==> src/qalu_pkg.sv <==
package qalu_pkg;

    localparam int FRAC_BITS_DEF = 8;
    localparam int DATA_W = 32;

    typedef enum logic [3:0] {
        K_ADD  = 4'd0,
        K_SUB  = 4'd1,
        K_MUL  = 4'd2,
        K_DIV  = 4'd3,
        K_MIN  = 4'd4,
        K_MAX  = 4'd5,
        K_INC  = 4'd6,
        K_DEC  = 4'd7,
        K_FROM = 4'd8,
        K_TOI  = 4'd9
    } t_kind;

    typedef struct packed {
        logic [3:0]         kind;
        logic signed [31:0] operand_a;
        logic signed [31:0] operand_b;
    } t_in;

    typedef struct packed {
        logic signed [31:0] result;
        logic               a_less;
        logic               a_equal;
        logic               a_greater;
        logic               div_by_zero;
    } t_out;

    // Control that travels beside the divider's data.
    typedef struct packed {
        logic        vld;
        logic [3:0]  kind;
        logic [31:0] simple;
        logic        lt;
        logic        eq;
        logic        gt;
        logic        dz;
        logic        neg;
    } t_ctl;

endpackage

==> src/qalu_mul.sv <==
// Pipelined signed multiplier: 32x32 cut into four 16x16 partial products,
// then summed and scaled with truncation toward zero.
module qalu_mul #(
    parameter int FRAC_BITS = qalu_pkg::FRAC_BITS_DEF
) (
    input  logic        i_clk,
    input  logic [31:0] i_a,
    input  logic [31:0] i_b,
    output logic [31:0] o_p
);
    logic        r_neg1, r_neg2;
    logic [15:0] r_al, r_ah, r_bl, r_bh;
    logic [31:0] r_ll, r_lh, r_hl, r_hh;
    logic [63:0] r_mag;
    logic [31:0] a_mag, b_mag;
    logic [63:0] n_mag;
    logic [63:0] shifted;

    // Stage 1: magnitudes.
    always_comb begin
        a_mag = i_a[31] ? (~i_a + 32'd1) : i_a;
        b_mag = i_b[31] ? (~i_b + 32'd1) : i_b;
    end

    always_ff @(posedge i_clk) begin
        r_neg1 <= i_a[31] ^ i_b[31];
        r_al <= a_mag[15:0];
        r_ah <= a_mag[31:16];
        r_bl <= b_mag[15:0];
        r_bh <= b_mag[31:16];
    end

    // Stage 2: partial products.
    always_ff @(posedge i_clk) begin
        r_neg2 <= r_neg1;
        r_ll <= r_al * r_bl;
        r_lh <= r_al * r_bh;
        r_hl <= r_ah * r_bl;
        r_hh <= r_ah * r_bh;
    end

    // Stage 3: sum and truncate the magnitude, then restore the sign.
    always_comb begin
        n_mag = {r_hh, 32'd0} + {16'd0, r_lh, 16'd0} + {16'd0, r_hl, 16'd0}
              + {32'd0, r_ll};
        shifted = n_mag >> FRAC_BITS;
        if (r_neg2) begin
            shifted = ~shifted + 64'd1;
        end
    end

    always_ff @(posedge i_clk) begin
        r_mag <= shifted;
    end

    assign o_p = r_mag[31:0];
endmodule

==> config.mk <==
export PLATFORM = sky130hd
export DESIGN_NAME = qalu_mul
export DESIGN_NICKNAME = d
export VERILOG_FILES = /design/src/qalu_pkg.sv /design/src/qalu_mul.sv
export SDC_FILE = /design/constraint.sdc
export NUM_CORES = 2
export LEC_CHECK = 0
export ABC_CLOCK_PERIOD_IN_PS = 6000
export BUFFER_PORTS_ARGS = -buffer_cell sky130_fd_sc_hd__buf_2
export CORE_ASPECT_RATIO = 1.2
export CORE_UTILIZATION = 50
export CTS_CLUSTER_SIZE = 14
export DETAILED_ROUTE_END_ITERATION = 6
export GPL_ROUTABILITY_DRIVEN = 0
export HOLD_SLACK_MARGIN = 0.05
export MAX_ROUTING_LAYER = met4
export PLACE_DENSITY = 0.74
export SLEW_MARGIN = 10
export SYNTH_ARGS = -nofsm -noshare
export SYNTH_HDL_FRONTEND = slang
export SYNTH_SLANG_ARGS = --single-unit
==> constraint.sdc <==
create_clock -name i_clk -period 6 [get_ports i_clk]
set_clock_uncertainty 0.2 [all_clocks]
set_input_delay 1.2 -clock i_clk [delete_from_list [all_inputs] [get_ports i_clk]]
set_output_delay 1.2 -clock i_clk [all_outputs]
set_load 0.02 [all_outputs]
# ---- After elaboration in Yosys (flattened, before gate mapping)
# Index checks and enable logic that the tools add are counted.
dict set report op_classes {
  multipliers 4
  addsub 6
  muxes 3
  n_bitwise 4
}
# op count
set ops {}
lappend ops {{32-bit by 1-bit adder with 32-bit output (second input constant)} 3}
lappend ops {{32-bit inverter} 3}
lappend ops {{40-bit adder} 2}
lappend ops {{31-bit 2-to-1 mux} 2}
lappend ops {{16-bit by 16-bit multiplier with 24-bit output} 2}
lappend ops {{40-bit by 32-bit adder with 40-bit output} 1}
lappend ops {{16-bit by 16-bit multiplier with 32-bit output} 1}
lappend ops {{32-bit 2-to-1 mux} 1}
lappend ops {{16-bit by 16-bit multiplier with 8-bit output} 1}
lappend ops {{1-bit bitwise XOR} 1}
dict set report word_totals {
  ff_bits 186
  out_inout_bits 32
  word_cells 30
  in_bits 65
}

# ---- Depth between registers and ports, before layout
dict set report depth {
  ltp_word 6
  ltp_mapped 24
  mapped_depth_nobuf 22
}

# ---- Least setup slack after synthesis
# OpenSTA, ideal clock, no wires.
dict set report synth_timing {
  kind {reg2reg}
  startpoint {register r_al[12]}
  endpoint {register r_ll[31]}
  required_ns 5.668
  path_buffers 2
  slack_ns -0.409
  synth_period_minus_slack_ns 6.409
  setup_ns 0.132
  path_stages_with_launch 23
  arrival_time_ns 6.077
  path_cell_list {dfxtp_1 > clkbuf_1 > clkbuf_1 > nand2_1 > fa_1 > fa_1 > fa_1 > inv_1 > fa_1 > fa_1 > inv_1 > fa_1 > inv_1 > ha_1 > a21o_1 > a21oi_1 > o211ai_1 > a31oi_1 > o21ai_0 > o311ai_0 > o211ai_1 > a2111oi_0 > nor3b_1}
}
dict set report synth_via {
  elab_chain_cells 1
}
# element line_no
set synth_rtl {}
lappend synth_rtl {{start: declaration} qalu_mul.sv:12} ;# logic [15:0] r_al, r_ah, r_bl, r_bh;
lappend synth_rtl {{start signal: assignment} qalu_mul.sv:27} ;# r_al <= a_mag[15:0];
lappend synth_rtl {{16-bit by 16-bit multiplier with 32-bit output} qalu_mul.sv:36} ;# r_ll <= r_al * r_bl;
lappend synth_rtl {{end signal: assignment} qalu_mul.sv:36}
lappend synth_rtl {{end: declaration} qalu_mul.sv:13} ;# logic [31:0] r_ll, r_lh, r_hl, r_hh;
# Every way passes these cells.
# A chain may end at the register's enable or synchronous reset.

# ---- Worst setup path after layout
dict set report layout_timing {
  startpoint {register r_al[3]}
  endpoint {register r_ll[31]}
}
# Same word-level chain as after synthesis.

==> results summary <==
The worst hold path begins at r_ll[8]. Summing all multi-input logic gate instances after layout gives ~24000 um2. Setup total negative slack on the finished layout was measured at -0.0350 ns. Setup repair after global routing could not meet its margin everywhere. The placement row count is between 90 and 100. The final reports fail on negative setup slack. The horizontal die dimension is around 230 um. The count of pins over their slew limit came out at 0. The detailed-route wire length is 74500 um.

In the final routed layout, each cell accounts on average for ~17 um. Timing would allow up to roughly 170 MHz. STA classifies the critical path endpoint as a register. The area occupied by registers is 3640 um2.

The count of filler cells inserted in the layout came out at 5225. The critical path's most frequent cell is sky130_fd_sc_hd__fa_1. For the pin with the worst max-slew slack, the measured transition is 0.896 ns. The critical path runs through a total of 21 cells. In this run the number of H-tree levels came out at 4.

The number of setup violations in the final report is 1. The synthesized area is 30200 um2. Entering global routing, the biggest net connects 34 pins. The number of vias per cell after detailed routing is 5.24.

Detailed routing placed a total of 36300 um of wire on met2. The fraction of final layout cells sized beyond drive strength 1 is 13.2%. The share of the cycle needed by the critical path after routing is 101%.

The antenna diode count came out at 0. In the post-synthesis netlist, the biggest area contributors are sky130_fd_sc_hd__fa_1 (37%), sky130_fd_sc_hd__dfxtp_1 (12%), sky130_fd_sc_hd__ha_1 (12%). For this design, the slowest cell found on the critical path is sky130_fd_sc_hd__fa_1. The number of warnings issued by yosys is 0.

The detailed router used layers up to and including met4. The cell at the root of the clock tree is sky130_fd_sc_hd__clkbuf_16. The first global-routing pass estimated 121000 um of wire.

The number of buffers and inverters on the critical path came out at 4. The setup slack on the worst flop-to-flop path came out at -0.04 ns. After synthesis, the mean cell area works out to 9.05 um2.

The number of detailed-route iterations in the first pass is 7. The post-detailed-route DRC marker count is 0. The largest fanout of any net on the critical path is 18. At the worst endpoint, the arrival time is about 6.2 ns.

The number of cells traversed by the worst hold path came out at 0. The post-route met1 wirelength is just over 30000 um. The nature of the critical path startpoint is a register.

In the synthesized netlist, the number of instances is 3339. The sum of net half-perimeters after detailed placement is between 60000 and 70000 um. Walking the worst path, the cells encountered are buf_12 -> buf_12 -> and2_1 -> fa_1 -> fa_1 -> fa_1 -> fa_1 -> fa_1 -> inv_1 -> fa_1 -> inv_1 -> ha_4 -> nand4_1 -> nor2_1 -> and4_1 -> a31oi_1 -> o21ai_2 -> o311ai_4 -> o211ai_1 -> a2111oi_2 -> nor3b_1.

The signed area change from the synthesized netlist to the final layout is 13.0%. The minimum clock period is approximately 6.0 ns. The worst hold path belongs to the class reg2reg.

The overall die area is 61400 um2. The latest clock arrival within the worst-skew pair is 0.50 ns. The number of design-rule violations left by the first detailed-router iteration is 1460.

The clock-pin slew reported for the worst setup and hold paths after clock tree synthesis is around 0.080 ns. The number of library cell types mapped by synthesis is 62. In this run the critical register-to-register path is launched from r_al[3]. The flow ran to the end, but the final reports show violations. In this run, synthesis inferred 0 flip-flops with an integrated enable. The critical path in this run is classified as reg2reg.

The height of the die is 271 um. The relative slew slack came out at 40.2%. For this design the top-level I/O count stands at 97. Tracing the worst setup path back leads to its startpoint at r_al[3]. The dominant synthesized flop cell is sky130_fd_sc_hd__dfxtp_1. In this run the biggest area consumer among cell types represents 37.4% of the synthesized area. The clock drives 178 sinks. Global routing used 26.1% of the available tracks across all layers. The number of hold violations in the final report came out at 0. The number of antenna violations at the first check in global routing came out at 2.

The required time of the worst setup path is 6.18 ns. The met3 wire length is approximately 5000 um. The residual overflow from global routing is 0. The worst setup margin is -0.0350 ns.

The worst-case reg-to-reg path depth is 21. The post-synthesis net count is 4249. The cell family contributing the most delay on the critical path is adder cells. The number of clock buffers added by TritonCTS is 17.

The quantity of I/O buffers inserted on ports came out at 96. The largest buffer count on any clock path is 2. The number of antenna-violating nets in the routed design came out at 0.

The region available for standard cell placement spans 59600 um2. The count of state elements after synthesis came out at 178. The via count of the first global-routing pass came out at 23400.

The largest total area in the synthesized netlist belongs to sky130_fd_sc_hd__fa_1. The TritonCTS clock tree is yes. The largest single stage delay on the critical path is 0.60 ns. Once the floorplan was initialized, standard cells occupied ~50% of the core. The async set or reset register ratio after synthesis came out at 0%.

The number of vias after detailed routing is 22800. The net total in the final layout came out at 4447. The proportion of synthesized chip area in sequential cells is 11.8%. Max-cap violations in this run came to 0. The hold buffer count at cts came out at 0.
## metal layers
layer,vias to the layer above,track usage [%]
met3,143,3.47
met4,0,8.00
li1,10500,-
met2,832,42.6
met1,11300,33.5
met5,-,-
## worst reg2reg max path: stages (launching register included)
cell	delay (ns)
sky130_fd_sc_hd__dfxtp_1	0.32
sky130_fd_sc_hd__buf_12	0.15
sky130_fd_sc_hd__buf_12	0.16
sky130_fd_sc_hd__and2_1	0.18
sky130_fd_sc_hd__fa_1	0.48
sky130_fd_sc_hd__fa_1	0.60
sky130_fd_sc_hd__fa_1	0.44
sky130_fd_sc_hd__fa_1	0.47
sky130_fd_sc_hd__fa_1	0.51
sky130_fd_sc_hd__inv_1	0.05
sky130_fd_sc_hd__fa_1	0.47
sky130_fd_sc_hd__inv_1	0.06
sky130_fd_sc_hd__ha_4	0.22
sky130_fd_sc_hd__nand4_1	0.07
sky130_fd_sc_hd__nor2_1	0.06
sky130_fd_sc_hd__and4_1	0.19
sky130_fd_sc_hd__a31oi_1	0.17
sky130_fd_sc_hd__o21ai_2	0.13
sky130_fd_sc_hd__o311ai_4	0.27
sky130_fd_sc_hd__o211ai_1	0.19
sky130_fd_sc_hd__a2111oi_2	0.45
sky130_fd_sc_hd__nor3b_1	0.09
## synthesized netlist by cell type (3+ instances only)
cell type	number
sky130_fd_sc_hd__xor2_1	45
sky130_fd_sc_hd__a22o_1	3
sky130_fd_sc_hd__nor2b_1	8
sky130_fd_sc_hd__a21boi_0	3
sky130_fd_sc_hd__a211oi_1	11
sky130_fd_sc_hd__o21ai_0	66
sky130_fd_sc_hd__or3_1	17
sky130_fd_sc_hd__o21bai_1	3
sky130_fd_sc_hd__o211ai_1	10
sky130_fd_sc_hd__o2111ai_1	5
sky130_fd_sc_hd__and3_1	15
sky130_fd_sc_hd__or2_2	9
sky130_fd_sc_hd__a21oi_1	53
sky130_fd_sc_hd__or4_4	4
sky130_fd_sc_hd__nor2_1	49
sky130_fd_sc_hd__o21a_1	5
sky130_fd_sc_hd__o41ai_1	11
sky130_fd_sc_hd__a2111oi_0	3
sky130_fd_sc_hd__or4_1	7
sky130_fd_sc_hd__a31o_2	4
sky130_fd_sc_hd__dfxtp_1	178
sky130_fd_sc_hd__xnor2_1	170
sky130_fd_sc_hd__nand4_1	5
sky130_fd_sc_hd__o31a_1	3
sky130_fd_sc_hd__inv_1	683
sky130_fd_sc_hd__fa_1	565
sky130_fd_sc_hd__and2_1	363
sky130_fd_sc_hd__clkbuf_1	144
sky130_fd_sc_hd__o31ai_1	33
sky130_fd_sc_hd__nand2_1	458
sky130_fd_sc_hd__a21o_1	18
sky130_fd_sc_hd__o311ai_0	7
sky130_fd_sc_hd__nand3_1	20
sky130_fd_sc_hd__nand2b_1	12
sky130_fd_sc_hd__nor3_1	19
sky130_fd_sc_hd__a31oi_1	11
sky130_fd_sc_hd__ha_1	280
sky130_fd_sc_hd__nand3b_1	3
sky130_fd_sc_hd__nor4_1	5
## layout by cell type, fill, tap and decap left out, types with 18 or more instances in the layout
| cell | netlist | final |
|---|---|---|
| sky130_fd_sc_hd__and2_1 | 363 | 360 |
| sky130_fd_sc_hd__o31ai_1 | 33 | 31 |
| sky130_fd_sc_hd__clkbuf_16 | 0 | 19 |
| sky130_fd_sc_hd__nor2_1 | 49 | 49 |
| sky130_fd_sc_hd__xor2_1 | 45 | 45 |
| sky130_fd_sc_hd__fa_1 | 565 | 560 |
| sky130_fd_sc_hd__a21oi_1 | 53 | 46 |
| sky130_fd_sc_hd__nand2_1 | 458 | 457 |
| sky130_fd_sc_hd__ha_1 | 280 | 270 |
| sky130_fd_sc_hd__dfxtp_2 | 0 | 24 |
| sky130_fd_sc_hd__xnor2_1 | 170 | 170 |
| sky130_fd_sc_hd__inv_1 | 683 | 680 |
| sky130_fd_sc_hd__nand3_1 | 20 | 19 |
| sky130_fd_sc_hd__buf_4 | 0 | 194 |
| sky130_fd_sc_hd__buf_2 | 0 | 96 |
| sky130_fd_sc_hd__a21o_1 | 18 | 18 |
| sky130_fd_sc_hd__dfxtp_1 | 178 | 141 |
| sky130_fd_sc_hd__nor3_1 | 19 | 18 |
| sky130_fd_sc_hd__o21ai_0 | 66 | 63 |
## flip-flops by register name, indices dropped and copies added, names as in the netlist, 8 cells and up
signal / cells
r_ll: 24
r_hl: 24
r_al: 16
r_lh: 24
r_ah: 16
r_bh: 16
r_bl: 16
r_mag: 32
r_hh: 8
## what timing repair did
item	in CTS	in global routing
endpoints found under the hold margin	0	0
pin swaps	10	37
setup buffers	2	3
setup endpoints to repair	17	23
resized for setup	50	76
gates cloned	0	2
## kinds of logic (layout without fill, tap and decap cells)
logic type	Yosys count	after routing	synth area share [%]
xor+xnor	215	215	6.23
fa+ha+maj	845	845	49.0
buf+inv	828	1039	10.3
simple gates	1009	1009	16.8
compound gates	264	264	5.83
flops	178	178	11.8
## final cells by class
class	instances	area share, %
inverter	683	7.51
tap	800	2.93
sequential	178	10.7
multi-input combinational	2333	69.8
timing repair buffer	324	7.25
clock buffer	17	1.25
clock inverter	15	0.550
## per-stage QoR
stage / hold WS, ns / instance area [um2] / utilization [%] / setup WS (ns) / instances
4_1_cts: 0.204 / 33800 / 56.7 / -0.0172 / 4345
6_report: 0.200 / 34100 / 57.3 / -0.0350 / 4350
3_5_place_dp: 0.195 / 33000 / 55.3 / -0.236 / 4311
5_1_grt: 0.217 / 34100 / 57.3 / -0.225 / 4350
2_1_floorplan: 0.110 / 30300 / - / 0.00872 / 3339
3_3_place_gp: 0.194 / 33000 / 55.3 / -0.124 / 4311
## path summary, 6_finish.rpt
check,end
worst max-delay path,r_ll[31]
worst max register to register,r_ll[31]
worst min-delay path,r_mag[0]
worst min register to register,r_mag[0]
Power is not shown: default switching activity piles up to over one toggle a cycle in this logic, so the estimate is an artifact.
